--- config.mk ---
export PLATFORM = sky130hd
export DESIGN_NAME = contiguous_read_coalescer_unit_flat
export DESIGN_NICKNAME = d
export VERILOG_FILES = /design/src/sv/crcoal_pkg.sv /design/src/sv/crcoal_req_if.sv /design/src/sv/crcoal_rsp_if.sv /design/src/sv/crcoal_front.sv /design/src/sv/crcoal_queue.sv /design/src/sv/crcoal_back.sv /design/src/sv/contiguous_read_coalescer_unit.sv /design/src/flat_wrapper.sv
export SDC_FILE = /design/constraint.sdc
export NUM_CORES = 1
export LEC_CHECK = 0
export BUFFER_PORTS_ARGS = -buffer_cell sky130_fd_sc_hd__buf_2
export CORE_MARGIN = 3
export CORE_UTILIZATION = 35
export CTS_BUF_LIST = sky130_fd_sc_hd__clkbuf_2
export DETAILED_ROUTE_END_ITERATION = 16
export PLACE_DENSITY_LB_ADDON = 0.1
export SYNTH_ARGS = -nofsm -noshare
export SYNTH_HDL_FRONTEND = slang
export SYNTH_HIERARCHICAL = 1
export SYNTH_SLANG_ARGS = --single-unit
export TNS_END_PERCENT = 100
--- constraint.sdc ---
create_clock -name clock -period 22.7 [get_ports clock]
set_clock_uncertainty 0.2 [all_clocks]
set_input_delay 1.135 -clock clock [delete_from_list [all_inputs] [get_ports clock]]
set_output_delay 1.135 -clock clock [all_outputs]
set_load 0.02 [all_outputs]
--- src/sv/crcoal_pkg.sv ---
package crcoal_pkg;

   // Defaults for the top-level parameters.
   localparam int unsigned SECTOR_SHIFT_DEFAULT = 9;
   localparam int unsigned QUEUE_DEPTH_DEFAULT  = 4;

   // Reset value of the sectors-per-block register.
   localparam logic [2:0] LOG2_SPB_RESET = 3'd1;

   // Codes of the request_kind field.
   localparam logic KIND_READ      = 1'b0;
   localparam logic KIND_ZERO_FILL = 1'b1;

   typedef struct packed {
      logic        request_kind;
      logic [39:0] start_sector;
      logic [15:0] first_skip;
      logic [31:0] length_bytes;
      logic [31:0] target_address;
      logic        final_result;
   } result_type;

   // One queue entry: all results caused by one input transaction.
   typedef struct packed {
      logic       two_results;
      result_type first;
      result_type second;
   } entry_type;

   typedef struct packed {
      logic      valid;
      entry_type entry;
   } push_type;

   typedef struct packed {
      logic      valid;
      entry_type entry;
   } head_type;

endpackage

--- src/sv/crcoal_req_if.sv ---
interface crcoal_req_if;
   logic        valid;
   logic        ready;
   logic [31:0] block_number;
   logic [15:0] skip_bytes;
   logic [16:0] byte_count;
   logic [31:0] dest_address;
   logic        last_block;

   modport source (
      output valid, block_number, skip_bytes, byte_count, dest_address, last_block,
      input  ready
   );
   modport sink (
      input  valid, block_number, skip_bytes, byte_count, dest_address, last_block,
      output ready
   );
endinterface

--- src/sv/crcoal_rsp_if.sv ---
interface crcoal_rsp_if;
   logic        valid;
   logic        ready;
   logic        request_kind;
   logic [39:0] start_sector;
   logic [15:0] first_skip;
   logic [31:0] length_bytes;
   logic [31:0] target_address;
   logic        final_result;

   modport source (
      output valid, request_kind, start_sector, first_skip, length_bytes, target_address,
             final_result,
      input  ready
   );
   modport sink (
      input  valid, request_kind, start_sector, first_skip, length_bytes, target_address,
             final_result,
      output ready
   );
endinterface

--- src/sv/crcoal_front.sv ---
module crcoal_front
   import crcoal_pkg::*;
#(
   parameter int unsigned SECTOR_SHIFT = SECTOR_SHIFT_DEFAULT
) (
   input  logic               clock,
   input  logic               reset,
   input  logic [2:0]         log2_spb,
   crcoal_req_if.sink         req_chan,
   input  logic               push_ready,
   output push_type           push
);

   // Largest block size is 1 << (SECTOR_SHIFT + 7).
   localparam int unsigned BSIZE_W = SECTOR_SHIFT + 8;

   logic        pend_valid_ff, pend_valid_in;
   logic [39:0] pend_start_ff, pend_start_in;
   logic [31:0] pend_length_ff, pend_length_in;
   logic [15:0] pend_skip_ff, pend_skip_in;
   logic [31:0] pend_dest_ff, pend_dest_in;
   logic [39:0] expected_ff, expected_in;

   logic               accept;
   logic               mapped;
   logic               hit;
   logic               flush_old;
   logic               has_second;
   logic [39:0]        sector;
   logic [39:0]        advance;
   logic [BSIZE_W-1:0] bsize;
   logic [BSIZE_W-1:0] skip_ext;
   logic [BSIZE_W-1:0] fill;
   result_type         old_res;
   result_type         second_res;

   assign req_chan.ready = push_ready;
   assign accept = req_chan.valid && push_ready;

   always_comb begin
      mapped   = (req_chan.block_number != '0);
      sector   = 40'(req_chan.block_number) << log2_spb;
      advance  = 40'(req_chan.byte_count >> SECTOR_SHIFT);
      hit      = pend_valid_ff && (expected_ff == sector);
      bsize    = {{(BSIZE_W-1){1'b0}}, 1'b1} << (SECTOR_SHIFT + 32'(log2_spb));
      skip_ext = BSIZE_W'(req_chan.skip_bytes);
      fill     = (skip_ext >= bsize) ? '0 : bsize - skip_ext;

      // Pending read update.
      pend_start_in  = pend_start_ff;
      pend_length_in = pend_length_ff;
      pend_skip_in   = pend_skip_ff;
      pend_dest_in   = pend_dest_ff;
      expected_in    = expected_ff;
      if (mapped && hit) begin
         pend_length_in = pend_length_ff + 32'(req_chan.byte_count);
         expected_in    = expected_ff + advance;
      end else if (mapped) begin
         pend_start_in  = sector;
         pend_length_in = 32'(req_chan.byte_count);
         pend_skip_in   = req_chan.skip_bytes;
         pend_dest_in   = req_chan.dest_address;
         expected_in    = sector + advance;
      end
      pend_valid_in = mapped && !req_chan.last_block;

      // The old pending read leaves on a hole or on a block that does not follow on.
      flush_old  = pend_valid_ff && (!mapped || !hit);
      has_second = !mapped || req_chan.last_block;

      old_res.request_kind   = KIND_READ;
      old_res.start_sector   = pend_start_ff;
      old_res.first_skip     = pend_skip_ff;
      old_res.length_bytes   = pend_length_ff;
      old_res.target_address = pend_dest_ff;
      old_res.final_result   = !has_second;

      if (!mapped) begin
         second_res.request_kind   = KIND_ZERO_FILL;
         second_res.start_sector   = '0;
         second_res.first_skip     = '0;
         second_res.length_bytes   = 32'(fill);
         second_res.target_address = req_chan.dest_address;
      end else begin
         second_res.request_kind   = KIND_READ;
         second_res.start_sector   = pend_start_in;
         second_res.first_skip     = pend_skip_in;
         second_res.length_bytes   = pend_length_in;
         second_res.target_address = pend_dest_in;
      end
      second_res.final_result = 1'b1;

      push.valid             = accept && (flush_old || has_second);
      push.entry.two_results = flush_old && has_second;
      push.entry.first       = flush_old ? old_res : second_res;
      push.entry.second      = second_res;
   end

   always_ff @(posedge clock) begin
      if (reset) begin
         pend_valid_ff <= 1'b0;
      end else if (accept) begin
         pend_valid_ff <= pend_valid_in;
      end
   end

   always_ff @(posedge clock) begin
      if (accept) begin
         pend_start_ff  <= pend_start_in;
         pend_length_ff <= pend_length_in;
         pend_skip_ff   <= pend_skip_in;
         pend_dest_ff   <= pend_dest_in;
         expected_ff    <= expected_in;
      end
   end

endmodule

--- src/sv/crcoal_queue.sv ---
module crcoal_queue
   import crcoal_pkg::*;
#(
   parameter int unsigned DEPTH = QUEUE_DEPTH_DEFAULT
) (
   input  logic     clock,
   input  logic     reset,
   input  push_type push,
   output logic     push_ready,
   output head_type head,
   input  logic     pop
);

   localparam int unsigned PTR_W = (DEPTH > 1) ? $clog2(DEPTH) : 1;
   localparam int unsigned CNT_W = $clog2(DEPTH + 1);

   entry_type        store_ff [DEPTH];
   logic [PTR_W-1:0] wr_ptr_ff, wr_ptr_in;
   logic [PTR_W-1:0] rd_ptr_ff, rd_ptr_in;
   logic [CNT_W-1:0] count_ff, count_in;
   logic             do_push;
   logic             do_pop;

   assign push_ready = (count_ff != CNT_W'(DEPTH));
   assign head.valid = (count_ff != '0);
   assign head.entry = store_ff[rd_ptr_ff];
   assign do_push    = push.valid && push_ready;
   assign do_pop     = pop && head.valid;

   always_comb begin
      wr_ptr_in = wr_ptr_ff;
      rd_ptr_in = rd_ptr_ff;
      if (do_push) begin
         wr_ptr_in = (wr_ptr_ff == PTR_W'(DEPTH - 1)) ? '0 : wr_ptr_ff + 1'b1;
      end
      if (do_pop) begin
         rd_ptr_in = (rd_ptr_ff == PTR_W'(DEPTH - 1)) ? '0 : rd_ptr_ff + 1'b1;
      end
      case ({do_push, do_pop})
         2'b10:   count_in = count_ff + 1'b1;
         2'b01:   count_in = count_ff - 1'b1;
         default: count_in = count_ff;
      endcase
   end

   always_ff @(posedge clock) begin
      if (reset) begin
         wr_ptr_ff <= '0;
         rd_ptr_ff <= '0;
         count_ff  <= '0;
      end else begin
         wr_ptr_ff <= wr_ptr_in;
         rd_ptr_ff <= rd_ptr_in;
         count_ff  <= count_in;
      end
   end

   always_ff @(posedge clock) begin
      if (do_push) begin
         store_ff[wr_ptr_ff] <= push.entry;
      end
   end

endmodule

--- src/sv/crcoal_back.sv ---
module crcoal_back
   import crcoal_pkg::*;
(
   input  logic        clock,
   input  logic        reset,
   input  head_type    head,
   output logic        pop,
   crcoal_rsp_if.source rsp_chan
);

   entry_type  cur_ff, cur_in;
   logic       cur_valid_ff, cur_valid_in;
   logic       second_ff, second_in;
   logic       taken;
   logic       done;
   result_type sel;

   assign sel   = second_ff ? cur_ff.second : cur_ff.first;
   assign taken = cur_valid_ff && rsp_chan.ready;
   assign done  = taken && (second_ff || !cur_ff.two_results);
   assign pop   = (!cur_valid_ff || done) && head.valid;

   assign rsp_chan.valid          = cur_valid_ff;
   assign rsp_chan.request_kind   = sel.request_kind;
   assign rsp_chan.start_sector   = sel.start_sector;
   assign rsp_chan.first_skip     = sel.first_skip;
   assign rsp_chan.length_bytes   = sel.length_bytes;
   assign rsp_chan.target_address = sel.target_address;
   assign rsp_chan.final_result   = sel.final_result;

   always_comb begin
      cur_in       = cur_ff;
      cur_valid_in = cur_valid_ff;
      second_in    = second_ff;
      if (pop) begin
         cur_in       = head.entry;
         cur_valid_in = 1'b1;
         second_in    = 1'b0;
      end else if (done) begin
         cur_valid_in = 1'b0;
         second_in    = 1'b0;
      end else if (taken) begin
         second_in = 1'b1;
      end
   end

   always_ff @(posedge clock) begin
      if (reset) begin
         cur_valid_ff <= 1'b0;
         second_ff    <= 1'b0;
      end else begin
         cur_valid_ff <= cur_valid_in;
         second_ff    <= second_in;
      end
   end

   always_ff @(posedge clock) begin
      cur_ff <= cur_in;
   end

endmodule

--- src/sv/contiguous_read_coalescer_unit.sv ---
// Read coalescer: each request transaction describes one file block (mapped disk
// block number, leading skip, byte count, destination address, last flag). Blocks
// whose start sector continues the pending device read are merged into it; any
// other mapped block emits the pending read and opens a new one, a hole (block
// number zero) emits the pending read followed by a zero-fill, and the last block
// flushes whatever is pending. One request transaction is accepted every clock
// cycle while the internal queue has room; the response port delivers one
// transaction per cycle while rsp_chan.ready is high, so a request that causes
// two responses uses the port twice and the QUEUE_DEPTH-entry queue absorbs the
// difference. A response is registered in the queue store and then in the back
// end before it is offered. The csr_ port sets log2 of sectors per block (reset
// value 1); the user must write it only while the unit is idle (not enforced).

module contiguous_read_coalescer_unit
   import crcoal_pkg::*;
#(
   parameter int unsigned SECTOR_SHIFT = SECTOR_SHIFT_DEFAULT,
   parameter int unsigned QUEUE_DEPTH  = QUEUE_DEPTH_DEFAULT
) (
   input  logic         clock,
   input  logic         reset,
   input  logic         csr_write_enable,
   input  logic [2:0]   csr_write_data,
   crcoal_req_if.sink   req_chan,
   crcoal_rsp_if.source rsp_chan
);

   // Configuration register: log2 of sectors per filesystem block.
   logic [2:0] log2_spb_ff;

   // Front end to queue, and queue to back end.
   push_type push;
   logic     push_ready;
   head_type head;
   logic     pop;

   always_ff @(posedge clock) begin
      if (reset) begin
         log2_spb_ff <= LOG2_SPB_RESET;
      end else if (csr_write_enable) begin
         log2_spb_ff <= csr_write_data;
      end
   end

   // The front end holds the pending read, classifies each block as a merge,
   // a new read or a hole, and packs the one or two responses it causes into
   // a single queue entry.
   crcoal_front #(
      .SECTOR_SHIFT (SECTOR_SHIFT)
   ) u_front (
      .clock      (clock),
      .reset      (reset),
      .log2_spb   (log2_spb_ff),
      .req_chan   (req_chan),
      .push_ready (push_ready),
      .push       (push)
   );

   // The queue decouples the front end from stalls on the response side.
   crcoal_queue #(
      .DEPTH (QUEUE_DEPTH)
   ) u_queue (
      .clock      (clock),
      .reset      (reset),
      .push       (push),
      .push_ready (push_ready),
      .head       (head),
      .pop        (pop)
   );

   // The back end registers one entry and hands out its responses in order.
   crcoal_back u_back (
      .clock    (clock),
      .reset    (reset),
      .head     (head),
      .pop      (pop),
      .rsp_chan (rsp_chan)
   );

endmodule

--- src/flat_wrapper.sv ---
// flat-port wrapper written by rule: the top's interface ports become plain ports
module contiguous_read_coalescer_unit_flat import crcoal_pkg::*;
#(
   parameter int unsigned SECTOR_SHIFT = SECTOR_SHIFT_DEFAULT,
   parameter int unsigned QUEUE_DEPTH  = QUEUE_DEPTH_DEFAULT
)
  (clock, reset, csr_write_enable, csr_write_data, req_chan_valid, req_chan_block_number, req_chan_skip_bytes, req_chan_byte_count, req_chan_dest_address, req_chan_last_block, req_chan_ready, rsp_chan_valid, rsp_chan_request_kind, rsp_chan_start_sector, rsp_chan_first_skip, rsp_chan_length_bytes, rsp_chan_target_address, rsp_chan_final_result, rsp_chan_ready);
  crcoal_req_if req_chan_i ();
  crcoal_rsp_if rsp_chan_i ();
  input  logic clock;
  input  logic reset;
  input  logic csr_write_enable;
  input  logic [2:0] csr_write_data;
  input wire logic [$bits(req_chan_i.valid)-1:0] req_chan_valid;
  input wire logic [$bits(req_chan_i.block_number)-1:0] req_chan_block_number;
  input wire logic [$bits(req_chan_i.skip_bytes)-1:0] req_chan_skip_bytes;
  input wire logic [$bits(req_chan_i.byte_count)-1:0] req_chan_byte_count;
  input wire logic [$bits(req_chan_i.dest_address)-1:0] req_chan_dest_address;
  input wire logic [$bits(req_chan_i.last_block)-1:0] req_chan_last_block;
  output wire logic [$bits(req_chan_i.ready)-1:0] req_chan_ready;
  output wire logic [$bits(rsp_chan_i.valid)-1:0] rsp_chan_valid;
  output wire logic [$bits(rsp_chan_i.request_kind)-1:0] rsp_chan_request_kind;
  output wire logic [$bits(rsp_chan_i.start_sector)-1:0] rsp_chan_start_sector;
  output wire logic [$bits(rsp_chan_i.first_skip)-1:0] rsp_chan_first_skip;
  output wire logic [$bits(rsp_chan_i.length_bytes)-1:0] rsp_chan_length_bytes;
  output wire logic [$bits(rsp_chan_i.target_address)-1:0] rsp_chan_target_address;
  output wire logic [$bits(rsp_chan_i.final_result)-1:0] rsp_chan_final_result;
  input wire logic [$bits(rsp_chan_i.ready)-1:0] rsp_chan_ready;
  assign req_chan_i.valid = req_chan_valid;
  assign req_chan_i.block_number = req_chan_block_number;
  assign req_chan_i.skip_bytes = req_chan_skip_bytes;
  assign req_chan_i.byte_count = req_chan_byte_count;
  assign req_chan_i.dest_address = req_chan_dest_address;
  assign req_chan_i.last_block = req_chan_last_block;
  assign req_chan_ready = req_chan_i.ready;
  assign rsp_chan_valid = rsp_chan_i.valid;
  assign rsp_chan_request_kind = rsp_chan_i.request_kind;
  assign rsp_chan_start_sector = rsp_chan_i.start_sector;
  assign rsp_chan_first_skip = rsp_chan_i.first_skip;
  assign rsp_chan_length_bytes = rsp_chan_i.length_bytes;
  assign rsp_chan_target_address = rsp_chan_i.target_address;
  assign rsp_chan_final_result = rsp_chan_i.final_result;
  assign rsp_chan_i.ready = rsp_chan_ready;
  contiguous_read_coalescer_unit #(.SECTOR_SHIFT(SECTOR_SHIFT), .QUEUE_DEPTH(QUEUE_DEPTH)) u_core (.clock(clock), .reset(reset), .csr_write_enable(csr_write_enable), .csr_write_data(csr_write_data), .req_chan(req_chan_i), .rsp_chan(rsp_chan_i));
endmodule
==> qor.csv, run 1 <==
stage,metric,value,unit
run_status,outcome,"finished, final reports clean",
detailed_routing,routed_wl,160100,µm
synthesis,async_reset_ff_share,0,%
floorplan,ios,230,
place,hpwl,93250,µm
worst_setup_path,r2r_start,u_core/log2_spb_ff[1],
detailed_routing,drc,0,
clock_tree,cts_max_level,5,
sta,worst_pin_slew,1.250,ns
synthesis,yosysUniqueCellTypes,84,
detailed_routing,dr.pass1.iters,5,
job,maxCapViolations,0,
worst_setup_path,rrSetupSlack,14.89,ns
grt,grt_pass1_vias,35446,
detailed_routing,vias,33406,
floorplan,dieWidth,418.4,µm
clock_tree,clkTransAtPathRegs,0.10,ns
sta,hold_viol,0,
worst_setup_path,cp-start-kind,register,
clock_tree,ctsResizeCount,0,
worst_setup_path,required,23.70,ns
synthesis,synth_edf_count,1385,
synthesis,ys_seq_area_share,70.36,%
cells_and_area,final_core_util,40.61,%
synthesis,synth_cells,3456,
worst_setup_path,timing.rr.end,u_core/u_queue/store_ff[1][216],
clock_tree,cts.sink_count,1400,
worst_setup_path,cp-startpoint,u_core/log2_spb_ff[1],
cells_and_area,fin_cells,6623,
min_path,hp-class,register to register,
min_path,hold_depth,1,
sta,slew_viol_final,0,
floorplan,num_rows,150,
sta,finalCriticalPeriod,7.806,ns
sta,finalSetupViolations,0,
worst_setup_path,r2r_cells,14,
grt,grt_max_degree,140,
clock_tree,cts-root-buf,clkbuf_2,
worst_setup_path,worstSetupPathType,register to register,
place,placed_cells,5778,
cells_and_area,area_growth,14.70,%
pwr,p_per_area,97.50,nW/µm²
grt,gr-total-overflow,0,
place,gp_congestion,0.7763,
synthesis,yosys_warnings,6,
pwr,p_leak,23.66,nW
floorplan,initial_core_util,35.40,%
cells_and_area,nets,4313,
sta,setup_tns,0,ns
detailed_routing,first_iter_violations,2319,
clock_tree,cts_setup_buffers,0,
worst_setup_path,worstSetupEndpointType,register,
sta,fin_ws,14.89,ns
worst_setup_path,arrival,8.81,ns
pwr,vdd_drop_max,0.00006529,V
floorplan,die_area,175100,µm²
place,numPortBuffers,229,
clock_tree,numCtsBuffers,381,
worst_setup_path,critPathCapture,u_core/u_queue/store_ff[1][216],
cells_and_area,drive_gt1_share,30.32,%
sta,fin_crit_sh,34.39,%
sta,whs,0.3054,ns
detailed_routing,wire_per_inst,24.17,µm
synthesis,synth-seq-cells,1400,
synthesis,synth.avg_cell_area,17.23,µm²
synthesis,yosysTopAreaCell,edfxtp_1,
sta,slew_headroom,15.82,%
grt,antenna_found_initial,15,
worst_setup_path,crit_fanout,65,
detailed_routing,ant_nets,0,
synthesis,yosysTopAreaCellShare,69.86,%
grt,grt_pass1_wl,236500,µm
synthesis,synth.most_common_cell,edfxtp_1,
clock_tree,clk_path_buf_depth,4,
clock_tree,cts_hold_buf,197,
synthesis,synthTopCellsByArea,"edfxtp_1 (70%), mux4_2 (10%), nand2_1 (2.7%), mux2_2 (2.3%), mux2_4 (1.5%)",
floorplan,die_h,418.4,µm
detailed_routing,viasPerCell,5.044,
synthesis,synthTopCellsByCount,"edfxtp_1 (1,385), nand2_1 (434), mux4_2 (271)",
sta,rsz0062_at_grt,false,
synthesis,ys.flop_type,edfxtp_1,
clock_tree,clk_latency,1.78,ns
synthesis,synth.cell_area,59540,µm²
place,place_ws,15.22,ns
grt,track_usage,18.45,%
floorplan,core,168200,µm²
clock_tree,cts_tree,yes,
sta,clock.fmax,128.1,MHz
-- final cells by class --
cell class / instances / area, µm²
repair buffers: 479 / 3578
fillers: 15559 / 99870
multi-input cells: 1832 / 16590
clock inverters: 99 / 490.5
well taps: 2204 / 2758
diodes: 6 / 15.01
inverters: 60 / 230.2
flip-flops and latches: 1400 / 41910
clock buffers: 543 / 2718
-- cells in the final DEF, fill, tap and decap left out, types with 14 or more instances in the layout --
cell type,instances
nor2_1,156
clkinv_1,81
o21a_1,15
buf_2,229
inv_1,56
nand2b_1,16
and2_1,18
or3_1,14
nor3_1,33
dlygate4sd3_1,197
ha_1,49
clkbuf_2,543
mux2_4,59
mux2i_1,50
mux2_2,119
nor4_1,16
buf_4,48
nand3_1,22
o21ai_0,72
o21ai_1,15
nand2_1,434
a21o_1,68
xor2_1,34
o31ai_1,30
xnor2_1,67
a21oi_1,79
edfxtp_1,1385
mux4_2,271
-- worst max-delay path, stage by stage, from the launching register on --
cell	delay [ns]
dfxtp_2	0.32
buf_4	0.64
mux4_2	0.59
dlygate4sd3_1	0.59
a222oi_1	0.86
xnor2_1	0.22
nor4_1	0.08
and4_1	0.34
nand2_1	0.25
o21ai_4	0.06
buf_4	0.29
a21oi_1	0.39
and3_4	0.69
buf_4	0.65
buf_4	0.86
-- worst min path at each step --
stage	startpoint	to	slack, ns
5_1_grt	req_chan_byte_count[0]	u_core/u_front/pend_length_ff[0]	0.12
2_1_floorplan	u_core/log2_spb_ff[1]	u_core/log2_spb_ff[1]	0.26
4_1_cts	req_chan_skip_bytes[14]	u_core/u_queue/store_ff[3][79]	0.007
6_report	u_core/u_queue/store_ff[0][52]	u_core/u_back/cur_ff[52]	0.31
3_3_place_gp	u_core/u_queue/rd_ptr_ff[0]	register	0.28
3_5_place_dp	u_core/u_queue/rd_ptr_ff[0]	register	0.29
-- per-stage QoR --
step	power [mW]	cell area (µm²)
6_report	6.658	68290
5_1_grt	7.070	68290
4_1_cts	6.825	68280
3_5_place_dp	5.035	63100
3_3_place_gp	5.026	63100
2_1_floorplan	4.622	59570
-- metal layers --
metal | part of all wire, % | GRT usage, % | vias up
met2 | 49 | 30.26 | 921
met1 | 43 | 24.11 | 17057
met5 | 0 | 0 | -
met3 | 5.0 | 4.012 | 267
met4 | 2.9 | 6.769 | 0
li1 | - | - | 15161
-- report_power, final --
part / switching, mW / internal [mW] / total (mW) / leakage, nW
logic: 0.897 / 0.584 / 1.48 / 8.30
clock network: 1.03 / 0.680 / 1.71 / 2.50
registers: 0.124 / 3.34 / 3.47 / 12.9
total: 2.05 / 4.61 / 6.66 / 23.7
-- kinds of logic after synthesis --
logic type               Yosys count  share of synthesized area (%)
adder cells (fa/ha/maj)           53                          1.164
multiplexers                     506                          15.02
buffers and inverters            232                          1.950
flip-flops                      1400                          70.36
AO/OA/AOI/OAI                    389                          4.357
XOR/XNOR                         101                          1.486
other                              2                        0.01261
AND/OR/NAND/NOR                  773                          5.647
-- registers in the layout, summed over array words and instances, names as in the netlist, named ones only --
name / count
u_core/log2_spb_ff: 3
u_core/u_back/cur_ff: 245
u_core/u_back/rsp_chan.valid: 1
u_core/u_back/second_ff: 1
u_core/u_front/expected_ff: 40
u_core/u_front/pend_dest_ff: 32
u_core/u_front/pend_length_ff: 32
u_core/u_front/pend_skip_ff: 16
u_core/u_front/pend_start_ff: 40
u_core/u_front/pend_valid_ff: 1
u_core/u_queue/count_ff: 3
u_core/u_queue/rd_ptr_ff: 2
u_core/u_queue/store_ff: 980
u_core/u_queue/wr_ptr_ff: 2
Power figures use the tool's default switching activity.
==> run 2, diff against run 1 <==
--- a/config.mk
+++ b/config.mk
@@ -5,6 +5,7 @@
 export SDC_FILE = /design/constraint.sdc
 export NUM_CORES = 1
 export LEC_CHECK = 0
+export ABC_AREA = 1
 export BUFFER_PORTS_ARGS = -buffer_cell sky130_fd_sc_hd__buf_2
 export CORE_MARGIN = 3
 export CORE_UTILIZATION = 35
==> constraint.sdc (replaced) <==
create_clock -name clock -period 7.1 [get_ports clock]
set_clock_uncertainty 0.2 [all_clocks]
set_input_delay 0.355 -clock clock [delete_from_list [all_inputs] [get_ports clock]]
set_output_delay 0.355 -clock clock [all_outputs]
set_load 0.02 [all_outputs]
==> run 2 against run 1 <==
Die area is 1.3% higher. Sequential power grew to 3.4 times the previous value. Combinational power grew to 5.3 times the previous value. Synthesized cell count is 55% higher. Critical path type unchanged. Register-to-register slack worse by 15 ns. Cell count is 32% higher. Critical endpoint is now u_core/u_queue/store_ff[1][33]. Maximum frequency is 15% higher. Hold slack worse by 0.078 ns. Setup slack worse by 15 ns. Area after synthesis is 1.3% higher. Clock power grew to 3.2 times the previous value.
==> qor.csv, run 2 <==
stage,metric,value,unit,change
run_status,outcome,"finished, final reports clean",,
worst_setup_path,cp-start-kind,register,,
place,placed_area,63810,µm²,+1.1%
clock_tree,numCtsBuffers,389,,+2.1%
pwr,p_per_area,354.4,nW/µm²,+260%
floorplan,ios,230,,unchanged
synthesis,yosysTopAreaCell,edfxtp_1,,
cells_and_area,largestRegisters,"u_core/u_queue/store_ff: 980 flops, u_core/u_back/cur_ff: 245 flops",,
synthesis,synth_edf_count,1385,,unchanged
grt,gr-total-overflow,0,,unchanged
synthesis,synth_cells,5362,,+55%
detailed_routing,viasPerCell,4.976,,-1.3%
grt,grt_pass1_vias,43051,,+21%
floorplan,num_rows,151,,+0.67%
synthesis,synth-seq-cells,1400,,unchanged
floorplan,die_h,421.1,µm,+0.65%
cells_and_area,layout_common_cells,"edfxtp_1 (1,385), nand2_1 (1,129), o21ai_0 (656)",,
worst_setup_path,arrival,8.01,ns,-0.80 ns
worst_setup_path,required,8.34,ns,-15.36 ns
min_path,min-delay-start,u_core/u_queue/rd_ptr_ff[0],,
synthesis,yosysUniqueCellTypes,48,,-43%
place,gp_congestion,0.8581,,+11%
worst_setup_path,crit_fanout,51,,-22%
sta,finalCriticalPeriod,6.763,ns,-1.043 ns
clock_tree,cts_max_level,5,,unchanged
pwr,vdd_drop_max,0.0005133,V,+690%
detailed_routing,vias,43512,,+30%
detailed_routing,routed_wl,184600,µm,+15%
floorplan,initial_core_util,35.40,%,about the same
cells_and_area,largest_reg_flops,980,,unchanged
clock_tree,cts_tree,yes,,
clock_tree,clk_latency,1.78,ns,about the same
clock_tree,clkTransAtPathRegs,0.11,ns,about the same
sta,slew_headroom,22.46,%,+6.6 points
sta,rsz0062_at_grt,false,,
cells_and_area,top_register,u_core/u_queue/store_ff,,
synthesis,synthTopCellsByCount,"edfxtp_1 (1,385), nand2_1 (1,130), o21ai_0 (656)",,
detailed_routing,first_iter_violations,3398,,+47%
cells_and_area,drive_gt1_share,14.66,%,-16 points
clock_tree,cts-root-buf,clkbuf_2,,
sta,fin_ws,0.3367,ns,-14.56 ns
grt,grt_pass1_wl,273600,µm,+16%
grt,grt_max_degree,190,,+36%
detailed_routing,ant_nets,0,,unchanged
floorplan,dieWidth,421.1,µm,+0.65%
sta,slew_viol_final,0,,unchanged
synthesis,yosys_warnings,6,,unchanged
cells_and_area,fin_area,71280,µm²,+4.4%
worst_setup_path,cp-startpoint,u_core/log2_spb_ff[0],,
grt,antenna_found_initial,10,,-5
sta,worst_pin_slew,1.163,ns,-0.08647 ns
worst_setup_path,timing.rr.end,u_core/u_queue/store_ff[1][33],,
sta,finalSetupViolations,0,,unchanged
cells_and_area,layout_commonest_cell,edfxtp_1,,
synthesis,async_reset_ff_share,0,%,unchanged
detailed_routing,drc,0,,unchanged
worst_setup_path,rrSetupSlack,0.34,ns,-14.56 ns
synthesis,yosysTopAreaCellShare,68.95,%,-0.91 points
sta,hold_viol,0,,unchanged
synthesis,synth.most_common_cell,edfxtp_1,,
floorplan,die_area,177400,µm²,+1.3%
synthesis,ys_seq_area_share,69.45,%,-0.91 points
floorplan,core,170400,µm²,+1.3%
detailed_routing,wire_per_inst,21.11,µm,-13%
clock_tree,cts.sink_count,1400,,unchanged
min_path,hp-class,register to register,,
clock_tree,clk_path_buf_depth,4,,unchanged
place,numPortBuffers,229,,unchanged
sta,whs,0.2270,ns,-0.07837 ns
grt,track_usage,20.29,%,+1.8 points
sta,fin_crit_sh,95.26,%,+61 points
worst_setup_path,r2r_cells,20,,+6
worst_setup_path,worstSetupPathType,register to register,,
synthesis,synthTopCellsByArea,"edfxtp_1 (69%), nand2_1 (7.0%), o21ai_0 (5.4%), nor2_1 (4.1%), o22ai_1 (2.6%)",,
synthesis,synth.avg_cell_area,11.25,µm²,-35%
worst_setup_path,worstSetupEndpointType,register,,
min_path,hold_depth,4,,+3
job,maxCapViolations,0,,unchanged
detailed_routing,dr.pass1.iters,6,,+1
worst_setup_path,r2r_start,u_core/log2_spb_ff[0],,
cells_and_area,area_growth,18.17,%,
sta,clock.fmax,147.9,MHz,+15%
place,hpwl,103700,µm,+11%
synthesis,synth.cell_area,60320,µm²,+1.3%
place,place_ws,1.561,ns,-13.66 ns
pwr,p_leak,27.16,nW,+15%
synthesis,ys.flop_type,edfxtp_1,,
cells_and_area,nets,6344,,+47%
-- run 2: cell count changes after synthesis, sizes merged, moves of 241 or more --
cell	previous run	this run
nor2	158	662
nand2	434	1135
mux4	271	0
nand3	23	264
inv	59	334
o21ai	88	737
-- run 2: area by class of cell --
| cell class | count | area, µm² |
|---|---|---|
| multi-input combinational | 3353 | 15900 |
| antenna | 11 | 27.53 |
| tap | 2295 | 2872 |
| fill | 16689 | 99140 |
| clock inverter | 92 | 464.2 |
| inverter | 335 | 1294 |
| timing repair buffer | 706 | 6053 |
| sequential | 1400 | 41900 |
| clock buffer | 552 | 2763 |
-- run 2: cell families after synthesis --
kind of cell / share of synthesized area, %
other cells: 0.01245
buf+inv: 4.404
xor+xnor: 0.9002
fa+ha+maj: 1.149
compound gates: 9.560
simple gates: 14.53
flops: 69.45
-- run 2: how the worst max path moves through the flow --
stage	slack, ns	cells past startpoint	end
finish	0.34	20	u_core/u_queue/store_ff[1][33]
global route	0.09	20	u_core/u_queue/store_ff[2][33]
CTS	0.09	20	u_core/u_queue/store_ff[2][33]
detailed placement	1.56	21	u_core/u_queue/store_ff[2][127]
global placement	1.60	21	u_core/u_queue/store_ff[2][100]
floorplan	-2.34	20	u_core/u_queue/store_ff[0][0]
-- run 2: power by group --
group | internal [mW] | total, mW | leakage (nW) | switching (mW)
clock network | 2.20 | 5.52 | 2.51 | 3.32
logic | 2.13 | 7.91 | 11.6 | 5.78
registers | 11.3 | 11.8 | 13.0 | 0.517
-- run 2: worst max-delay path: stages (launching register included) --
cell	delay, ns
dfxtp_1	0.34
buf_6	0.30
inv_4	0.24
nand2_1	0.13
dlygate4sd3_1	0.55
nand3_1	0.08
dlygate4sd3_1	0.61
nand3_1	0.09
nand2_1	0.12
nand2_1	0.08
nand2_1	0.10
nor2_1	0.29
nand3b_1	0.19
nor2_4	0.21
nand3_4	0.43
nand2_8	0.58
inv_2	0.33
nand2_1	0.12
dlygate4sd3_1	0.57
o211ai_1	0.15
dlygate4sd3_1	0.67
-- run 2: stage by stage --
step | total power [mW] | utilization, % | setup TNS, ns | std cells
after floorplan | 16.94 | - | -2289.12 | 5370
after global placement | 19.85 | 37.45 | 0 | 7671
after detailed placement | 19.88 | 37.45 | 0 | 7671
after CTS | 25.75 | 41.75 | 0 | 8725
after global routing | 26.98 | 41.82 | 0 | 8742
final | 25.26 | 41.83 | 0 | 8744
-- run 2: repair_timing --
action	CTS	global route
hold endpoints to repair	2250	0
hold buffers	410	0
setup endpoints to repair	0	493
gates resized for setup	0	6
setup buffers	0	7
-- run 2: metal layers --
layer,vias to the layer above,routed length (µm),global-route usage [%]
li1,20769,-,-
met1,21214,81390,26.84
met2,1231,90490,34.50
met3,298,9025,3.326
met4,0,3670,5.633
met5,-,0,0
